**src/sv/mos_pkg.sv**
```systemverilog
// ----------------------------------------------------------------------------
// Mahalanobis outlier score package
// Shared widths, register indexes, stage latencies and lane mapping helpers.
// ----------------------------------------------------------------------------
package mos_pkg;

   localparam int DEF_CHANNELS    = 3;
   localparam int DEF_SAMPLE_BITS = 16;
   localparam int MAX_CH          = 3;
   localparam int MAX_LANES       = 6;

   localparam int SAMPLE_W = 16;
   localparam int DIFF_W   = 17;
   localparam int COEF_W   = 18;
   localparam int PROD_W   = 34;
   localparam int TERM_W   = 56;
   localparam int DIST_W   = 40;
   localparam int ROOT_W   = 20;
   localparam int PRIOR_W  = 17;
   localparam int SCORE_W  = 20;
   localparam int CFG_W    = 54;
   localparam int IDX_W    = 3;

   localparam int LANE_LAT  = 3;
   localparam int MERGE_LAT = 4;
   localparam int SQRT_LAT  = ROOT_W;

   localparam logic [IDX_W-1:0] REG_MEAN     = 3'd0;
   localparam logic [IDX_W-1:0] REG_DIAG     = 3'd1;
   localparam logic [IDX_W-1:0] REG_OFFDIAG  = 3'd2;
   localparam logic [IDX_W-1:0] REG_SHIFT    = 3'd3;
   localparam logic [IDX_W-1:0] REG_BOUND    = 3'd4;
   localparam logic [IDX_W-1:0] REG_T1       = 3'd5;

   localparam logic [5:0]          SHIFT_RESET = 6'd16;
   localparam logic [SAMPLE_W-1:0] BOUND_RESET = 16'hFFFF;

   typedef logic signed [DIFF_W-1:0] diff_type;
   typedef logic signed [COEF_W-1:0] coef_type;
   typedef logic signed [TERM_W-1:0] term_type;

   typedef struct packed {
      logic               gate;
      logic [PRIOR_W-1:0] prior;
   } side_type;

   // Lane l covers the matrix entry (lane_row(l), lane_col(l)) with row <= col.
   function automatic int lane_row(input int l);
      int r;
      r = (l < 3) ? 0 : ((l < 5) ? 1 : 2);
      return r;
   endfunction

   function automatic int lane_col(input int l);
      int c;
      case (l)
         0: c = 0;
         1: c = 1;
         2: c = 2;
         3: c = 1;
         4: c = 2;
         default: c = 2;
      endcase
      return c;
   endfunction

endpackage

```
**src/sv/mos_lane.sv**
```systemverilog
// ----------------------------------------------------------------------------
// Mahalanobis lane
// One term coef * d_a * d_b of the quadratic form, doubled when DOUBLE is set, over three stages.
// ----------------------------------------------------------------------------
module mos_lane
   import mos_pkg::*;
#(
   parameter bit DOUBLE = 1'b0
) (
   input  logic     clock,
   input  logic     en,
   input  diff_type d_a,
   input  diff_type d_b,
   input  coef_type coef,
   output term_type term
);

   logic signed [PROD_W-1:0]   p_ff, p_in;
   logic signed [COEF_W+17:0]  lo_ff, lo_in;
   logic signed [COEF_W+16:0]  hi_ff, hi_in;
   term_type                   term_ff, term_in, sum;

   assign p_in  = d_a * d_b;
   assign lo_in = coef * $signed({1'b0, p_ff[16:0]});
   assign hi_in = coef * $signed(p_ff[PROD_W-1:17]);
   assign sum   = (TERM_W'(hi_ff) <<< 17) + TERM_W'(lo_ff);
   assign term_in = DOUBLE ? (sum <<< 1) : sum;

   always_ff @(posedge clock) begin
      if (en) begin
         p_ff    <= p_in;
         lo_ff   <= lo_in;
         hi_ff   <= hi_in;
         term_ff <= term_in;
      end
   end

   assign term = term_ff;

endmodule

```
**config.mk**
```make
export PLATFORM = sky130hd
export DESIGN_NAME = mos_lane
export DESIGN_NICKNAME = d
export VERILOG_FILES = /design/src/sv/mos_pkg.sv /design/src/sv/mos_lane.sv
export SDC_FILE = /design/constraint.sdc
export NUM_CORES = 2
export LEC_CHECK = 0
export ABC_AREA = 1
export BUFFER_PORTS_ARGS = -buffer_cell sky130_fd_sc_hd__buf_2
export CAP_MARGIN = 30
export CORE_ASPECT_RATIO = 1.2
export CORE_MARGIN = 2
export CORE_UTILIZATION = 39
export CTS_CLUSTER_SIZE = 16
export DETAILED_ROUTE_END_ITERATION = 6
export PLACE_DENSITY = 0.54
export SKIP_CTS_REPAIR_TIMING = 1
export SLEW_MARGIN = 15
export SYNTH_ARGS = -nofsm -noshare
export SYNTH_HDL_FRONTEND = slang
export SYNTH_SLANG_ARGS = --single-unit
export TNS_END_PERCENT = 10
```
**constraint.sdc**
```tcl
create_clock -name clock -period 7.4 [get_ports clock]
set_input_delay 1.48 -clock clock [delete_from_list [all_inputs] [get_ports clock]]
set_output_delay 1.48 -clock clock [all_outputs]
set_load 0.005 [all_outputs]
```
==> impl_metrics.tcl <==
set metrics [dict create \
    crit_required_ns 7.64 \
    relSlewSlack_pct 30.83 \
    cts_max_path_buffers 2 \
    cts_buffers 17 \
    layout_commonest_cell "inv_1" \
    cp_cell_sequence "buf_2 -> buf_4 -> nand2_1 -> fa_1 -> fa_1 -> fa_1 -> inv_1 -> fa_1 -> fa_1 -> inv_1 -> fa_1 -> inv_1 -> ha_1 -> nand2_1 -> inv_1 -> nand2_1 -> nor3_2 -> nand2_1 -> nand3_2 -> nand3_1 -> nand3_1 -> nand2_1" \
    cp.arrival_ns 6.94 \
    ant_nets 0 \
    synth_cells 5604 \
    ys_seq_area_share_pct 10.78 \
    final_max_slew_viol_count 0 \
    ys_warn_count 0 \
    num-fill-cells 11460 \
    status "completed" \
    end_kind "register" \
    fin_crit_sh_pct 90.43 \
    first_global_vias 36090 \
    grt_max_degree 85 \
    overflow 0 \
    cts_tree "yes" \
    fp.dieArea_um2 115500 \
    hp-class "register to register" \
    cpMaxStageDelayCell "fa_1" \
    clk_pin_slew_ns 0.07 \
    fin_crit_ns 6.692 \
    worstMarginPinSlew_ns 1.038 \
    htreeDepth 4 \
    drt-initial-drc-count 1713 \
    path_buf_inv 6 \
    fmax_mhz 149.4 \
    finalHoldViolCount 0 \
    pin_count 110 \
    root_buffer "clkbuf_16" \
    drive_gt1_share_pct 4.657 \
    antenna_found_initial 5 \
    synth.net_count 6874 \
    antennaDiodeCount 0 \
    viasPerCell 4.654 \
    drcViolationCount 0 \
    clkSinkCount 158 \
    avgSynthCellArea_um2 7.853 \
    final_nets 6863 \
    initial_core_util_pct 39.18 \
    crit_family "adder cells" \
    synth_edf_count 158 \
    async_flop_share_pct 0 \
    tns_ns 0 \
    crit_top_cell "fa_1" \
    fin_skew_ns 0.01739 \
    wl_per_cell_um 16.11 \
    rsz0062_at_grt "false" \
    grt_pass1_wl_um 191200 \
    synth.distinct_cells 38 \
    gp_congestion 0.9110 \
    place_hpwl_um 98790 \
    ys_seq_elements 158 \
    core_um2 112300 \
    setup-violations-final 0 \
    path_class "primary input to register" \
    final_cell_mix "inv_1, nand2_1, fa_1" \
    die_width_um 310.6 \
    synthesis.area_um2 44010 \
    syn2layout_area_growth_pct 6.636 \
    firstDrtPassIters 7 \
    synth_ff_type "edfxtp_1" \
    crit_fanout 25 \
    insertion_delay_ns 0.52 \
    numPortBuffers 109 \
    num_vias 33100 \
    fp-row-count 135 \
    startpoint_type "primary input" \
    grt.total_usage_pct 20.95 \
    routed_wl_um 114600 \
    slowest_delay_ns 0.51 \
    die_y_um 372.0 \
    cap_violations 0 \
    hold_ws_ns 0.4204 \
]
[final timing paths]
kind / to / slack (ns) / cells past startpoint / start
worst min-delay path: term[16]$_DFFE_PP_ / 0.42 / 0 / lo_ff[16]$_DFFE_PP_
worst max-delay path: hi_ff[22]$_DFFE_PP_ / 0.71 / 22 / coef[15]
worst max register to register: hi_ff[29]$_DFFE_PP_ / 1.01 / 18 / p_ff[20]$_DFFE_PP_
worst min register to register: term[16]$_DFFE_PP_ / 0.42 / 0 / lo_ff[16]$_DFFE_PP_
[registers in the layout, indices dropped and copies added (netlist names)]
signal / flops
term: 53
lo_ff: 36
hi_ff: 35
p_ff: 34
[cell usage after synthesis, types with 2 or more instances]
cell / instances / area share (%)
buf_4: 3 / 0.051
edfxtp_1: 158 / 11
clkbuf_1: 196 / 1.7
a21o_1: 5 / 0.085
o21ai_0: 57 / 0.65
fa_1: 919 / 42
nor4_1: 4 / 0.057
nand3b_1: 7 / 0.12
o21bai_1: 21 / 0.36
inv_2: 5 / 0.043
nand3_2: 8 / 0.18
a21oi_2: 2 / 0.040
a31oi_1: 4 / 0.057
inv_1: 1725 / 15
xor2_1: 62 / 1.2
a21oi_1: 122 / 1.4
nor2_1: 192 / 1.6
nor2_2: 5 / 0.071
ha_1: 297 / 8.4
nand4_1: 34 / 0.48
buf_1: 10 / 0.085
or2_2: 7 / 0.10
o21ai_2: 4 / 0.080
xnor2_1: 17 / 0.34
nor3_1: 29 / 0.33
nor3_2: 6 / 0.14
nand2_1: 1563 / 13
nand2_2: 14 / 0.20
or2_1: 2 / 0.028
nand3_1: 118 / 1.3
[routing by layer]
layer,up-vias,global-route usage [%],wire [um]
met1,16560,25.41,48420
met2,548,39.67,60350
met4,10,5.648,2419
li1,15870,-,-
met5,-,0,60
met3,110,1.741,3321
[stage by stage]
| stage | util, % | worst slack (ns) | area [um^2] | std cells |
|---|---|---|---|---|
| floorplan | - | 0.4936 | 44010 | 5604 |
| global placement | 41.23 | 0.1352 | 46310 | 7081 |
| detailed placement | 41.23 | 0.1398 | 46310 | 7081 |
| CTS | 41.78 | 0.7196 | 46930 | 7112 |
| global route | 41.78 | 0.3645 | 46930 | 7112 |
| finish | 41.78 | 0.7079 | 46930 | 7112 |
[logic make-up (layout without fill, tap and decap cells)]
logic type	Yosys count	count (layout)	synth area share [%]
AO/OA/AOI/OAI	219	219	2.718
AND/OR/NAND/NOR	1992	1992	18.10
adder cells (fa/ha/maj)	1216	1216	50.25
XOR/XNOR	79	79	1.572
flip-flops	158	158	10.78
buffers and inverters	1940	1941	16.57
[layout make-up]
class                   instances  area, um^2  share of cell area [%]
multi-input cells            3506       31970                   68.12
repair buffers                179        1215                   2.589
clock buffers                  17       425.4                  0.9065
flip-flops and latches        158        4745                   10.11
well taps                    1507        1886                   4.018
clock inverters                14       190.2                  0.4053
inverters                    1731        6497                   13.85
Power is left out: the tool's default activity adds up to more than one toggle a clock period on the data nets, which glitch-free logic cannot reach.
