## src/sv/mos_pkg.sv

```systemverilog
// ----------------------------------------------------------------------------
// Mahalanobis outlier score package
// Shared widths, register indexes, stage latencies and lane mapping helpers.
// ----------------------------------------------------------------------------
package mos_pkg;

   localparam int DEF_CHANNELS    = 3;
   localparam int DEF_SAMPLE_BITS = 16;
   localparam int MAX_CH          = 3;
   localparam int MAX_LANES       = 6;

   localparam int SAMPLE_W = 16;
   localparam int DIFF_W   = 17;
   localparam int COEF_W   = 18;
   localparam int PROD_W   = 34;
   localparam int TERM_W   = 56;
   localparam int DIST_W   = 40;
   localparam int ROOT_W   = 20;
   localparam int PRIOR_W  = 17;
   localparam int SCORE_W  = 20;
   localparam int CFG_W    = 54;
   localparam int IDX_W    = 3;

   localparam int LANE_LAT  = 3;
   localparam int MERGE_LAT = 4;
   localparam int SQRT_LAT  = ROOT_W;

   localparam logic [IDX_W-1:0] REG_MEAN     = 3'd0;
   localparam logic [IDX_W-1:0] REG_DIAG     = 3'd1;
   localparam logic [IDX_W-1:0] REG_OFFDIAG  = 3'd2;
   localparam logic [IDX_W-1:0] REG_SHIFT    = 3'd3;
   localparam logic [IDX_W-1:0] REG_BOUND    = 3'd4;
   localparam logic [IDX_W-1:0] REG_T1       = 3'd5;

   localparam logic [5:0]          SHIFT_RESET = 6'd16;
   localparam logic [SAMPLE_W-1:0] BOUND_RESET = 16'hFFFF;

   typedef logic signed [DIFF_W-1:0] diff_type;
   typedef logic signed [COEF_W-1:0] coef_type;
   typedef logic signed [TERM_W-1:0] term_type;

   typedef struct packed {
      logic               gate;
      logic [PRIOR_W-1:0] prior;
   } side_type;

   // Lane l covers the matrix entry (lane_row(l), lane_col(l)) with row <= col.
   function automatic int lane_row(input int l);
      int r;
      r = (l < 3) ? 0 : ((l < 5) ? 1 : 2);
      return r;
   endfunction

   function automatic int lane_col(input int l);
      int c;
      case (l)
         0: c = 0;
         1: c = 1;
         2: c = 2;
         3: c = 1;
         4: c = 2;
         default: c = 2;
      endcase
      return c;
   endfunction

endpackage

```

## src/sv/mos_sqrt.sv

```systemverilog
// ----------------------------------------------------------------------------
// Mahalanobis square root
// Pipelined restoring integer square root, one result bit per stage.
// ----------------------------------------------------------------------------
module mos_sqrt
   import mos_pkg::*;
(
   input  logic              clock,
   input  logic              en,
   input  logic [DIST_W-1:0] dist_in,
   input  side_type          side_in,
   output logic [ROOT_W-1:0] root,
   output logic [DIST_W-1:0] dist_out,
   output side_type          side_out
);

   localparam int REM_W = ROOT_W + 4;

   logic [REM_W-1:0]  rem_ff  [SQRT_LAT];
   logic [ROOT_W-1:0] root_ff [SQRT_LAT];
   logic [DIST_W-1:0] rad_ff  [SQRT_LAT];
   logic [DIST_W-1:0] dist_ff [SQRT_LAT];
   side_type          side_ff [SQRT_LAT];

   for (genvar k = 0; k < SQRT_LAT; k++) begin : g_step
      logic [REM_W-1:0]  rem_p, trial, tst, rem_in;
      logic [ROOT_W-1:0] root_p, root_in;
      logic [DIST_W-1:0] rad_p, dist_p;
      side_type          side_p;

      if (k == 0) begin : g_first
         assign rem_p  = '0;
         assign root_p = '0;
         assign rad_p  = dist_in;
         assign dist_p = dist_in;
         assign side_p = side_in;
      end else begin : g_next
         assign rem_p  = rem_ff[k-1];
         assign root_p = root_ff[k-1];
         assign rad_p  = rad_ff[k-1];
         assign dist_p = dist_ff[k-1];
         assign side_p = side_ff[k-1];
      end

      assign trial = {rem_p[REM_W-3:0], rad_p[DIST_W-1 -: 2]};
      assign tst   = {{(REM_W-ROOT_W-2){1'b0}}, root_p, 2'b01};

      always_comb begin
         if (trial >= tst) begin
            rem_in  = trial - tst;
            root_in = {root_p[ROOT_W-2:0], 1'b1};
         end else begin
            rem_in  = trial;
            root_in = {root_p[ROOT_W-2:0], 1'b0};
         end
      end

      always_ff @(posedge clock) begin
         if (en) begin
            rem_ff[k]  <= rem_in;
            root_ff[k] <= root_in;
            rad_ff[k]  <= rad_p << 2;
            dist_ff[k] <= dist_p;
            side_ff[k] <= side_p;
         end
      end
   end

   assign root     = root_ff[SQRT_LAT-1];
   assign dist_out = dist_ff[SQRT_LAT-1];
   assign side_out = side_ff[SQRT_LAT-1];

endmodule

```

## config.mk

```make
export PLATFORM = sky130hd
export DESIGN_NAME = mos_sqrt
export DESIGN_NICKNAME = d
export VERILOG_FILES = /design/src/sv/mos_pkg.sv /design/src/sv/mos_sqrt.sv
export SDC_FILE = /design/constraint.sdc
export NUM_CORES = 2
export LEC_CHECK = 0
export BUFFER_PORTS_ARGS = -buffer_cell sky130_fd_sc_hd__clkbuf_2
export CAP_MARGIN = 20
export CORE_ASPECT_RATIO = 0.7
export CORE_MARGIN = 4
export CORE_UTILIZATION = 25
export DETAILED_ROUTE_END_ITERATION = 16
export GPL_TIMING_DRIVEN = 0
export MAX_ROUTING_LAYER = met4
export PLACE_DENSITY = 0.41
export SYNTH_ARGS = -nofsm -noshare
export SYNTH_HDL_FRONTEND = slang
export SYNTH_SLANG_ARGS = --single-unit
```

## constraint.sdc

```tcl
create_clock -name clock -period 3.95 [get_ports clock]
set_input_delay 0.395 -clock clock [delete_from_list [all_inputs] [get_ports clock]]
set_output_delay 0.395 -clock clock [all_outputs]
set_load 0.05 [all_outputs]
```

==> impl_metrics.csv <==
group,metric,value,unit
outcome,outcome,"complete, no violations",
global_routing,grt_max_degree,120,
sta,rsz0062_at_grt,"yes",
clocking,path_clk_slew,0.06,ns
global_routing,grt_pass1_vias,34070,
synthesis,yosysWarnings,0,
synthesis,synth_nets,4510,
drt,via_per_inst,4.03,
finish,layout-drive-gt1-share,11.8,%
drt,first_pass_iters,5,
setup_path,r2r_slack,0.19,ns
sta,max_clock_freq,266,MHz
die,num_io_pins,138,
power_and_ir_drop,power_leakage,0.0293,uW
job,cap_viol_max_count,0,
drt,post_drt_wl_per_cell,14.8,um
sta,period_share,95.2,%
synthesis,synthTopCellsByArea,"edfxtp_1 (77%), ha_1 (4.2%), xnor2_1 (2.2%)",
synthesis,synth_cell_type_count,78,
drt,first_iter_violations,2215,
place,dp_hpwl,80600,um
finish,final_common_cell,"edfxtp_1",
finish,multi_input_area,0.0143,sq mm
drt,drc_errors,0,
sta,slew_headroom,37.1,%
drt,via_count,33943,
sta,finalSetupViolations,0,
synthesis,synth.avg_cell_area,16.3,sq um
place,io_buffer_count,137,
die,dieArea,0.284,sq mm
setup_path,required,4.51,ns
power_and_ir_drop,power_density,569,mW/mm^2
sta,hold_viol,0,
sta,tightest_slew,0.932,ns
power_and_ir_drop,ir_drop,0.000347,V
global_routing,antenna_found_initial,7,
global_routing,overflow,0,
place,place_inst,8019,
synthesis,async_reset_ff_share,0,%
die,die_h,447,um
power_and_ir_drop,p_total,46400,uW
drt,wl,125000,um
synthesis,syn_inst,4219,
synthesis,yosys.area.top_type,"edfxtp_1",
setup_path,cp-start-kind,"flip-flop",
die,fp-row-count,160,
synthesis,synth_area,0.0687,sq mm
finish,layout_common_cells,"edfxtp_1 (1760), inv_1 (291), nor2_1 (245)",
clocking,clock_latency,0.86,ns
synthesis,yosys_register_bits,1760,
synthesis,ys_seq_area_share,76.9,%
hold_path,hold_class,"primary input to flip-flop",
die,die_w,635,um
clocking,numCtsBuffers,197,
global_routing,grt_usage,9.04,%
clocking,clock_sinks,1760,
finish,fill_cells,26977,
clocking,cts_htree_levels,4,
sta,skew,0.0725,ns
clocking,tritoncts,"done",
die,start_util,25.2,%
setup_path,reg2reg_depth,10,
setup_path,crit_arrival,4.32,ns
hold_path,hold_depth,2,
sta,drv_slew,0,
finish,nNetsFinal,4925,
finish,stdcell_count,8428,
synthesis,synthDominantCellAreaShare,76.9,%
place,routabilityCongestion,0.810,
setup_path,end_kind,"flip-flop",
synthesis,synth_edf_count,1760,
finish,final-seq-area,0.0529,sq mm
sta,fin_crit,3.76,ns
synthesis,synth_flop_cell,"edfxtp_1",
finish,syn2layout_area_growth,18.5,%
setup_path,crit_fanout,10,
setup_path,worstSetupPathType,"flip-flop to flip-flop",
global_routing,grt_pass1_wl,199000,um
drt,ant_nets,0,
clocking,cts_root_buf,"clkbuf_16",
clocking,cts_buffer_depth,4,
die,core,0.273,sq mm
==> critical path: stages, from the launching register on <==
cell,delay [ns]
edfxtp_1,0.73
inv_1,0.16
ha_1,0.26
nor2b_1,0.12
o21ai_0,0.13
a21oi_1,0.30
nor3_2,0.16
o2111ai_2,0.56
clkbuf_1,0.62
nand4_1,0.24
xnor2_1,0.18
==> cells in the mapped netlist (40+ instances only) <==
master and n:
xor2_1 123, edfxtp_1 1760, or3_1 43, clkbuf_1 47, nand3_1 55, mux2_2 53, o21a_1 62, nor2_1 245
o21ai_0 153, ha_1 231, xnor2_1 176, nor3_1 82, nor4_1 45, a21o_1 55, nand2_1 195, inv_1 291
a21oi_1 209, buf_4 40
==> cell families after synthesis <==
group / synth area share [%]
simple gates: 6.03
flops: 76.9
fa+ha+maj: 4.20
mux: 0.926
buf+inv: 2.34
xor+xnor: 3.81
other cells: 0.00546
compound gates: 5.80
==> sequential cells by signal (all words and copies together) (netlist names) <==
register  cells
root_ff     210
dist_ff     800
rem_ff      390
side_ff     360
==> cell type report <==
| type | instances | area share, % |
|---|---|---|
| well taps | 3645 | 5.60 |
| clock inverters | 107 | 1.51 |
| repair buffers | 216 | 2.20 |
| clock buffers | 239 | 6.30 |
| plain buffers | 92 | 0.639 |
| multi-input cells | 2075 | 17.6 |
| inverters | 292 | 1.35 |
| flip-flops and latches | 1760 | 64.9 |
| diodes | 2 | 0.00614 |
==> routing by layer <==
metal / routed length, um / part of all wire, % / GRT usage [%]
met1: 67400 / 54 / 13.8
met2: 47800 / 38 / 11.5
met3: 6090 / 4.9 / 2.00
met4: 3730 / 3.0 / 3.10
met5: 0 / 0 / -
==> stage by stage <==
step / setup slack, ns / area (sq um) / hold WS, ns / utilization [%] / setup TNS, ns
after global routing: -0.0279 / 81500 / 0.159 / 29.9 / -0.0279
after detailed placement: -0.299 / 74500 / 0.405 / 27.3 / -8.41
after CTS: 0.0849 / 81500 / 0.123 / 29.9 / 0
after global placement: -31.06 / 74000 / 0.400 / 27.1 / -
final: 0.190 / 81500 / 0.185 / 29.9 / 0
after floorplan: 0.845 / 68700 / 0.400 / - / 0
==> final timing paths <==
kind,from,to
worst max-delay path,dist_ff[2][134],rem_ff[6][20]
worst min-delay path,en,dist_ff[1][79]
worst max register to register,dist_ff[2][134],rem_ff[6][20]
worst min register to register,side_ff[3][22],side_ff[3][40]
==> report_power, final <==
part           leakage, uW  total [uW]  internal, uW  switching [uW]
clock network      0.00309       18200         10800            7430
logic              0.00914        4750          1960            2790
registers           0.0170       23400         22600             837
==> what timing repair did <==
| item | 4_1_cts | 5_1_grt |
|---|---|---|
| hold buffers | 58 | 0 |
| hold endpoints to repair | 61 | 0 |
| gates resized for setup | 5 | 11 |
| buffers inserted | 1 | 2 |
| setup endpoints to repair | 16 | 45 |
Note: power is estimated with default switching activity, not from simulation.
