### src/sv/mos_pkg.sv
// ----------------------------------------------------------------------------
// Mahalanobis outlier score package
// Shared widths, register indexes, stage latencies and lane mapping helpers.
// ----------------------------------------------------------------------------
package mos_pkg;

   localparam int DEF_CHANNELS    = 3;
   localparam int DEF_SAMPLE_BITS = 16;
   localparam int MAX_CH          = 3;
   localparam int MAX_LANES       = 6;

   localparam int SAMPLE_W = 16;
   localparam int DIFF_W   = 17;
   localparam int COEF_W   = 18;
   localparam int PROD_W   = 34;
   localparam int TERM_W   = 56;
   localparam int DIST_W   = 40;
   localparam int ROOT_W   = 20;
   localparam int PRIOR_W  = 17;
   localparam int SCORE_W  = 20;
   localparam int CFG_W    = 54;
   localparam int IDX_W    = 3;

   localparam int LANE_LAT  = 3;
   localparam int MERGE_LAT = 4;
   localparam int SQRT_LAT  = ROOT_W;

   localparam logic [IDX_W-1:0] REG_MEAN     = 3'd0;
   localparam logic [IDX_W-1:0] REG_DIAG     = 3'd1;
   localparam logic [IDX_W-1:0] REG_OFFDIAG  = 3'd2;
   localparam logic [IDX_W-1:0] REG_SHIFT    = 3'd3;
   localparam logic [IDX_W-1:0] REG_BOUND    = 3'd4;
   localparam logic [IDX_W-1:0] REG_T1       = 3'd5;

   localparam logic [5:0]          SHIFT_RESET = 6'd16;
   localparam logic [SAMPLE_W-1:0] BOUND_RESET = 16'hFFFF;

   typedef logic signed [DIFF_W-1:0] diff_type;
   typedef logic signed [COEF_W-1:0] coef_type;
   typedef logic signed [TERM_W-1:0] term_type;

   typedef struct packed {
      logic               gate;
      logic [PRIOR_W-1:0] prior;
   } side_type;

   // Lane l covers the matrix entry (lane_row(l), lane_col(l)) with row <= col.
   function automatic int lane_row(input int l);
      int r;
      r = (l < 3) ? 0 : ((l < 5) ? 1 : 2);
      return r;
   endfunction

   function automatic int lane_col(input int l);
      int c;
      case (l)
         0: c = 0;
         1: c = 1;
         2: c = 2;
         3: c = 1;
         4: c = 2;
         default: c = 2;
      endcase
      return c;
   endfunction

endpackage

### src/sv/mos_merge.sv
// ----------------------------------------------------------------------------
// Mahalanobis merge
// Registered adder tree over the lane terms, then clamp, shift and saturate.
// ----------------------------------------------------------------------------
module mos_merge
   import mos_pkg::*;
(
   input  logic              clock,
   input  logic              en,
   input  term_type          terms [MAX_LANES],
   input  logic [5:0]        shift,
   output logic [DIST_W-1:0] dist_q
);

   localparam logic [TERM_W-1:0] DIST_MAX = TERM_W'((64'd1 << DIST_W) - 64'd1);

   term_type          s1_ff [3];
   term_type          s2_ff, s2b_ff, q_ff;
   logic [TERM_W-1:0] shr;
   logic [DIST_W-1:0] dist_ff, dist_in;

   assign shr = TERM_W'(q_ff) >> shift;

   always_comb begin
      if (q_ff <= 0) begin
         dist_in = '0;
      end else if (shr > DIST_MAX) begin
         dist_in = '1;
      end else begin
         dist_in = shr[DIST_W-1:0];
      end
   end

   always_ff @(posedge clock) begin
      if (en) begin
         s1_ff[0] <= terms[0] + terms[1];
         s1_ff[1] <= terms[2] + terms[3];
         s1_ff[2] <= terms[4] + terms[5];
         s2_ff    <= s1_ff[0] + s1_ff[1];
         s2b_ff   <= s1_ff[2];
         q_ff     <= s2_ff + s2b_ff;
         dist_ff  <= dist_in;
      end
   end

   assign dist_q = dist_ff;

endmodule

### config.mk
export PLATFORM = sky130hd
export DESIGN_NAME = mos_merge
export DESIGN_NICKNAME = d
export VERILOG_FILES = /design/src/sv/mos_pkg.sv /design/src/sv/mos_merge.sv
export SDC_FILE = /design/constraint.sdc
export NUM_CORES = 1
export LEC_CHECK = 0
export BUFFER_PORTS_ARGS = -buffer_cell sky130_fd_sc_hd__clkbuf_2
export CAP_MARGIN = 20
export CORE_MARGIN = 4
export CORE_UTILIZATION = 42
export DETAILED_ROUTE_END_ITERATION = 10
export GPL_ROUTABILITY_DRIVEN = 0
export PLACE_DENSITY = 0.59
export SLEW_MARGIN = 20
export SYNTH_ARGS = -nofsm -noshare
export SYNTH_HDL_FRONTEND = slang
export SYNTH_SLANG_ARGS = --single-unit
### constraint.sdc
create_clock -name clock -period 11.6 [get_ports clock]
set_clock_uncertainty 0.05 [all_clocks]
set_input_delay 2.32 -clock clock [delete_from_list [all_inputs] [get_ports clock]]
set_output_delay 2.32 -clock clock [all_outputs]
set_load 0.1 [all_outputs]
==> impl_summary.txt, run 1 <==
----------------------------------------------------
[Run status]
  Outcome ... complete, no violations

[Critical path]
  Kind of start point of the critical path ... input pin
  End of the worst register-to-register path ... s2_ff[54]
  Element type at the critical path end ... flip-flop
  Worst R2R Setup Slack ... 7290 ps
  Critical path class ... input pin to flip-flop
  Critical R2R Launch ... s1_ff[0][0]
  Crit path arrival time ... 6190 ps
  CP Max Fanout ... 5
  Depth of the worst register-to-register path ... 13
  Endpoint required time on the critical path ... 11850 ps

[Synthesis]
  Average footprint of a synthesized cell ... 9.93 um2
  Number of enable flip-flop cells after synthesis ... 376
  Number of nets in the synthesized netlist ... 3602
  Mapped Cells ... 2978
  Synth Cell Area ... 29600 um2
  Post-synthesis sequential element count ... 376
  Flip-flop cell with the highest count after synthesis ... sky130_fd_sc_hd__edfxtp_1
  Count of unique library cells instantiated by Yosys ... 89
  Post-synth ARST share ... 0%
  Yosys warning count ... 0
  Sequential element share of the synthesized area ... 38.2%

[Floorplanning]
  Std-Cell Core Area ... 69900 um2
  I/O pins ... 384
  Die footprint ... 74700 um2
  Die height ... 273 um
  Site row count ... 97
  Die X ... 273 um
  Initial cell density of the core ... 42.3%

[Global routing]
  Sum of overflow across all layers after global routing ... 0
  Overall routing resource usage ... 20.4%
  Largest net degree at the start of global routing ... 143
  Global-route wire length before repair ... 124000 um
  Antenna violations before repair ... 0
  Via count of the first global-routing pass ... 24136

[STA]
  Final setup slack of the worst path ... 5660 ps
  Worst slew margin ... 32.9%
  Timing-limited maximum frequency ... 168 MHz
  Transition at the pin with the smallest max-transition slack ... 1000 ps
  Number of pins with negative max-slew slack in the final report ... 0
  Worst hold slack ... 367 ps
  Period utilisation layout ... 51.2%
  Unrepaired setup endpoints after global routing ... no
  Hold Violations, Final ... 0
  Min cycle time layout ... 5940 ps
  Total setup violations reported at the end of the flow ... 0
  Post-route setup TNS ... 0 ps

[Placement]
  Final HPWL from detailed placement ... 64400 um
  Worst setup timing slack at the placement stage ... 5180 ps
  Count of buffers from port buffering ... 383

[Clocking]
  Hold buffers post-CTS ... 0
  Count of H-tree levels built during CTS ... 2
  Library cell used as clock root buffer ... sky130_fd_sc_hd__clkbuf_16
  Maximum clock insertion buffer count ... 3
  Post-CTS setup buffer count ... 0
  CTS Sinks ... 376
  Resized Gates After CTS ... 0
  Total CTS buffers ... 42
  Skew-Pair Late Insertion Delay ... 570 ps
  Clock transition at the registers of the reported paths ... 60 ps
  CTS tree ... done

[Route]
  Remaining routing DRC violations ... 0
  Total via count after detailed routing ... 24528
  Vias per std cell ... 5.74
  Antenna viol nets, final ... 0
  Starting DRT DRC Count ... 1800
  Final wirelength ... 79500 um
  First-pass iteration count of the detailed router ... 6
  Average wire length per cell after detail routing ... 18.6 um

[Finish]
  Count of antenna diodes in the layout ... 0
  Count of nets after finishing ... 3926
  Area growth syn-to-layout ... 14.0%
  Fraction of final layout cells with drive strength greater than 1 ... 16.9%

[Worst hold path]
  Hold path depth ... 0
  Path class of the lowest-slack min-delay path ... flip-flop to flip-flop
  Hold-critical path endpoint ... s2b_ff[34]
  Hold path startpoint ... s1_ff[2][34]

[Run]
  Max Cap Viol ... 0

[Power and ir drop]
  Pwr/cell area ... 193 nW/um2
  Peak ir drop on the vdd network ... 119 uV
  Static Leakage ... 14.0 nW

----------------------------------------------------
[placed cells by master (no fill, tap or decap), types with 35 or more instances in the layout]
master                        n
sky130_fd_sc_hd__clkbuf_2   381
sky130_fd_sc_hd__edfxtp_1   376
sky130_fd_sc_hd__a21oi_1    318
sky130_fd_sc_hd__ha_1       275
sky130_fd_sc_hd__nor2_1     228
sky130_fd_sc_hd__nand2_1    216
sky130_fd_sc_hd__xnor2_1    182
sky130_fd_sc_hd__a21o_1     156
sky130_fd_sc_hd__o21ai_0    113
sky130_fd_sc_hd__xor2_1      78
sky130_fd_sc_hd__o21ai_1     78
sky130_fd_sc_hd__inv_1       62
sky130_fd_sc_hd__nand3_1     61
sky130_fd_sc_hd__nor3_1      55
sky130_fd_sc_hd__nand4_1     47
sky130_fd_sc_hd__clkbuf_16   45
sky130_fd_sc_hd__mux2i_1     44
sky130_fd_sc_hd__a211oi_1    42
sky130_fd_sc_hd__o21bai_1    39
sky130_fd_sc_hd__o21a_1      39
sky130_fd_sc_hd__mux4_2      37
sky130_fd_sc_hd__nor2b_1     35
[cell families (layout without fill, tap and decap cells)]
| logic type | Yosys count | after routing | share of synthesized area, % |
|---|---|---|---|
| flops | 376 | 376 | 38.2 |
| buf+inv | 177 | 531 | 2.32 |
| mux | 115 | 115 | 5.60 |
| fa+ha+maj | 280 | 280 | 12.0 |
| compound gates | 997 | 997 | 21.9 |
| simple gates | 773 | 773 | 12.3 |
| xor+xnor | 260 | 260 | 7.70 |
[report_power, final]
| part | switching, mW | internal [mW] | leakage [nW] |
|---|---|---|---|
| Combinational | 1.78 | 1.19 | 9.67 |
| Sequential | 0.205 | 2.00 | 3.69 |
| Clock | 0.540 | 0.775 | 0.672 |
[worst max-delay path, cell delays in order]
cell and delay, ps:
sky130_fd_sc_hd__clkbuf_2 80, sky130_fd_sc_hd__ha_1 210, sky130_fd_sc_hd__fa_1 430, sky130_fd_sc_hd__a211oi_1 320, sky130_fd_sc_hd__o21ai_1 190, sky130_fd_sc_hd__a31oi_1 470
sky130_fd_sc_hd__a31oi_1 260, sky130_fd_sc_hd__a2111oi_2 810, sky130_fd_sc_hd__o2111ai_1 270, sky130_fd_sc_hd__o2111ai_1 200, sky130_fd_sc_hd__nand2_1 120, sky130_fd_sc_hd__a21o_1 190
sky130_fd_sc_hd__a211oi_1 230, sky130_fd_sc_hd__nor3_1 70
[worst max-delay path by stage]
stage,cells after the start,endpoint,from
3_5_place_dp,14,s1_ff[2][50],terms[0]
2_1_floorplan,13,s1_ff[2][50],terms[0]
6_report,14,s1_ff[2][50],terms[0]
5_1_grt,14,s1_ff[2][50],terms[0]
4_1_cts,14,s1_ff[2][50],terms[0]
3_3_place_gp,14,s1_ff[2][50],terms[0]
[cell type report]
cell class                      count  area, um2
Clock inverter                     25        231
Inverter                           65        244
Multi-Input combinational cell   2425      17600
Fill cell                        6576      36200
Clock buffer                       49       1140
Tap cell                          940       1180
Timing Repair Buffer              392       2020
Sequential cell                   376      11300
[synth_stat cells, types with 47 or more instances]
master | number | area, um2
sky130_fd_sc_hd__edfxtp_1 | 376 | 11300
sky130_fd_sc_hd__a21oi_1 | 319 | 1600
sky130_fd_sc_hd__ha_1 | 275 | 3440
sky130_fd_sc_hd__nor2_1 | 228 | 856
sky130_fd_sc_hd__nand2_1 | 216 | 811
sky130_fd_sc_hd__xnor2_1 | 182 | 1590
sky130_fd_sc_hd__a21o_1 | 156 | 1170
sky130_fd_sc_hd__o21ai_0 | 113 | 566
sky130_fd_sc_hd__clkbuf_1 | 92 | 345
sky130_fd_sc_hd__o21ai_1 | 78 | 390
sky130_fd_sc_hd__xor2_1 | 78 | 683
sky130_fd_sc_hd__inv_1 | 62 | 233
sky130_fd_sc_hd__nand3_1 | 61 | 305
sky130_fd_sc_hd__nor3_1 | 55 | 275
sky130_fd_sc_hd__nand4_1 | 47 | 294
[through the flow]
stage	cell area (um2)	utilization (%)	cells	power [mW]
2_1_floorplan	29600	-	2978	4.39
3_3_place_gp	32300	46.2	4197	5.13
3_5_place_dp	32300	46.2	4197	5.17
4_1_cts	33700	48.2	4271	6.52
5_1_grt	33700	48.2	4272	6.92
6_report	33700	48.2	4272	6.49
[routing by layer]
| layer | vias to the layer above | global-route usage [%] | routed length, um |
|---|---|---|---|
| met1 | 11465 | 26.0 | 33900 |
| met2 | 836 | 35.1 | 38200 |
| li1 | 12041 | - | - |
| met5 | - | 0 | 0 |
| met3 | 186 | 2.36 | 4060 |
| met4 | 0 | 8.39 | 3390 |
[flip-flops by register name (all words and copies together), names as in the netlist]
signal,count
q_ff,56
s2_ff,56
s1_ff,168
s2b_ff,56
dist_q,40
Note: power is estimated with default switching activity, not from simulation.
==> inputs of run 2 (changes only) <==
Settings changed: ABC_AREA from default to 1, PLACE_DENSITY 0.59 to 0.61.
Clock period 11.6 ns to 5 ns, I/O delays scaled along.
==> run 2 against run 1 <==
Critical path depth down 6. Worst hold slack worse by 3.0 ps. Final cell count rose by 50%. Count of clock-buffer cells in the layout fell by 2. Combinational power increased to 2.6 times the previous value. Sequential share of layout area decreased by 5.0 points. Core utilization decreased by 0.78 points. Clock power is 130% higher. Synthesized cell count up 66%. Global-route usage increased by 7.3 points. Critical endpoint is now dist_q[31]. Highest routed layer is now met5.
==> impl_summary.txt, run 2 <==
----------------------------------------------------
[Critical path]
  Critical path class ... input pin to flip-flop
  Buf/Inv on CP ... 3 (+2)
  Crit path largest cell delay ... 970 ps (+160 ps)
  Endpoint required time on the critical path ... 5270 ps (-6580 ps)
  Element type at the critical path end ... flip-flop
  Series of cell instances along the critical path ... clkbuf_2, clkinv_2, nand3_1, nand4_4, nor2_8, nand4_1, nand2_1, inv_1
  Worst-path cell with the longest stage delay ... sky130_fd_sc_hd__clkinv_2
  Gate family responsible for the most delay along the worst path ... buffers and inverters
  Kind of start point of the critical path ... input pin
  Crit path arrival time ... 3920 ps (-2270 ps)
  CP Max Fanout ... 73 (+68)

[Synthesis]
  Average footprint of a synthesized cell ... 7.16 um2 (-28%)
  Area leader, netlist ... sky130_fd_sc_hd__edfxtp_1
  Leading post-synthesis cells by instance count ... sky130_fd_sc_hd__nand2_1, sky130_fd_sc_hd__nor2_1, sky130_fd_sc_hd__inv_1
  Leading post-synthesis cells by cell area ... sky130_fd_sc_hd__edfxtp_1, sky130_fd_sc_hd__nand2_1, sky130_fd_sc_hd__ha_1
  Sequential element share of the synthesized area ... 31.9% (-6.2 points)
  Library cell with the highest instance count after synthesis ... sky130_fd_sc_hd__nand2_1
  Post-synthesis sequential element count ... 376 (unchanged)
  Yosys warning count ... 0 (unchanged)
  Mapped Cells ... 4936 (+66%)
  Number of nets in the synthesized netlist ... 5560 (+54%)
  Synth Cell Area ... 35300 um2 (+20%)
  Count of unique library cells instantiated by Yosys ... 43 (-52%)
  Post-synth ARST share ... 0% (unchanged)
  Area share of the largest cell type after synthesis ... 31.9% (-6.2 points)
  Flip-flop cell with the highest count after synthesis ... sky130_fd_sc_hd__edfxtp_1
  Number of enable flip-flop cells after synthesis ... 376 (unchanged)

[Finish]
  Area growth syn-to-layout ... 12.1%
  Fraction of final layout cells with drive strength greater than 1 ... 9.83% (-7.1 points)
  Post-route insts no fill ... 6411 (+50%)
  Finished Core Util ... 47.4% (-0.78 points)
  Commonest cells after routing, fill and taps aside ... sky130_fd_sc_hd__nand2_1, sky130_fd_sc_hd__nor2_1, sky130_fd_sc_hd__inv_1
  Count of nets after finishing ... 5920 (+51%)
  Most common cell after layout, fill and taps aside ... sky130_fd_sc_hd__nand2_1
  Reg with most FFs ... s1_ff
  Flip-flop count of the largest register after layout ... 168 (unchanged)

[Clocking]
  Skew-Pair Late Insertion Delay ... 570 ps (about the same)
  Count of H-tree levels built during CTS ... 2 (unchanged)
  CTS Sinks ... 376 (unchanged)
  Resized Gates After CTS ... 0 (unchanged)
  Library cell used as clock root buffer ... sky130_fd_sc_hd__clkbuf_16
  Post-CTS setup buffer count ... 0 (unchanged)
  Hold buffers post-CTS ... 0 (unchanged)
  Total CTS buffers ... 42 (unchanged)
  Clock transition at the registers of the reported paths ... 60 ps (about the same)
  CTS tree ... done
  Maximum clock insertion buffer count ... 3 (unchanged)

[Route]
  First-pass iteration count of the detailed router ... 7 (+1)
  Vias per std cell ... 5.65 (-1.7%)
  Remaining routing DRC violations ... 0 (unchanged)
  Average wire length per cell after detail routing ... 20.0 um (+7.6%)
  Total via count after detailed routing ... 36201 (+48%)
  Antenna viol nets, final ... 0 (unchanged)
  Final wirelength ... 128000 um (+61%)
  Starting DRT DRC Count ... 3783 (+110%)

[Global routing]
  Antenna violations before repair ... 4 (+4)
  Met1 usage in global routing ... 36.9% (+11 points)
  Met2 layer usage reported by global route ... 45.4% (+10 points)
  Via count of the first global-routing pass ... 34320 (+42%)
  Global-route wire length before repair ... 194000 um (+57%)
  Met3 demand-to-capacity share in global routing ... 4.80% (+2.4 points)
  Sum of overflow across all layers after global routing ... 0 (unchanged)
  Overall routing resource usage ... 27.7% (+7.3 points)
  Busiest metal layer after global routing ... met2
  Largest net degree at the start of global routing ... 97 (-32%)

[Floorplanning]
  I/O pins ... 384 (unchanged)
  Initial cell density of the core ... 42.3% (about the same)
  Std-Cell Core Area ... 83600 um2 (+20%)
  Site row count ... 106 (+9.3%)
  Die X ... 298 um (+9.1%)
  Die height ... 298 um (+9.1%)
  Die footprint ... 88900 um2 (+19%)

[STA]
  Number of pins with negative max-slew slack in the final report ... 0 (unchanged)
  Worst slew margin ... 21.6% (-11 points)
  Worst hold slack ... 364 ps (-3.00 ps)
  Transition at the pin with the smallest max-transition slack ... 1160 ps (+164 ps)
  Post-route setup TNS ... 0 ps (unchanged)
  Timing-limited maximum frequency ... 273 MHz
  Hold Violations, Final ... 0 (unchanged)
  Total setup violations reported at the end of the flow ... 0 (unchanged)
  Period utilisation layout ... 73.2%
  Min cycle time layout ... 3660 ps
  Unrepaired setup endpoints after global routing ... no

[Power and ir drop]
  Overall power consumption ... 16.1 mW (+150%)
  Peak ir drop on the vdd network ... 253 uV (+110%)
  Pwr/cell area ... 405 nW/um2 (+110%)
  Static Leakage ... 17.3 nW (+23%)

[Run status]
  Outcome ... complete, no violations

[Placement]
  Count of buffers from port buffering ... 383 (unchanged)
  Final HPWL from detailed placement ... 108000 um (+68%)
  Total placed cells including tap cells ... 6332 (+51%)

[Worst hold path]
  Path class of the lowest-slack min-delay path ... flip-flop to flip-flop

[Run]
  Max Cap Viol ... 0 (unchanged)

----------------------------------------------------
run 2: power breakdown:
group	switching [mW]	total [mW]	leakage (nW)	internal, mW
registers	0.534	5.14	3.70	4.61
logic	5.49	7.83	13.0	2.34
clock network	1.34	3.09	0.643	1.75
total	7.37	16.1	17.3	8.69
run 2: through the flow:
step / setup slack, ps / instance area (um2)
2_1_floorplan: 2090 / 35300
3_3_place_gp: 1270 / 38300
3_5_place_dp: 1260 / 38300
4_1_cts: 1850 / 39600
5_1_grt: 1060 / 39600
6_report: 1340 / 39600
run 2: metal layers:
layer  up-vias  part of all wire (%)
met2      1581                    45
met5         -                 0.044
met3       261                   8.4
met4         8                   3.9
li1      17647                     -
met1     16704                    42
run 2: worst paths after layout:
| kind | startpoint | to | slack, ps | cells after the start |
|---|---|---|---|---|
| worst max-delay path | shift[4] | dist_q[31] | 1340 | 8 |
| worst min-delay path | s1_ff[2][10] | s2b_ff[10] | 360 | 0 |
| worst min register to register | s1_ff[2][10] | s2b_ff[10] | 360 | 0 |
| worst max register to register | s2b_ff[0] | q_ff[36] | 1770 | 14 |
run 2: layout make-up:
| class | count | area, um2 |
|---|---|---|
| Multi-Input combinational cell | 3934 | 21500 |
| Timing Repair Buffer | 393 | 2040 |
| Inverter | 549 | 2070 |
| Antenna cell | 3 | 7.51 |
| Clock buffer | 47 | 1090 |
| Sequential cell | 376 | 11300 |
| Clock inverter | 29 | 260 |
| Tap cell | 1080 | 1350 |
| Fill cell | 8566 | 43900 |
run 2: cells by family after synthesis:
logic type / after synthesis / synth area share, %
flip-flops: 376 / 31.9
AND/OR/NAND/NOR: 2571 / 31.6
XOR/XNOR: 236 / 5.85
buffers and inverters: 626 / 7.15
AO/OA/AOI/OAI: 847 / 13.4
adder cells (fa/ha/maj): 280 / 10.0
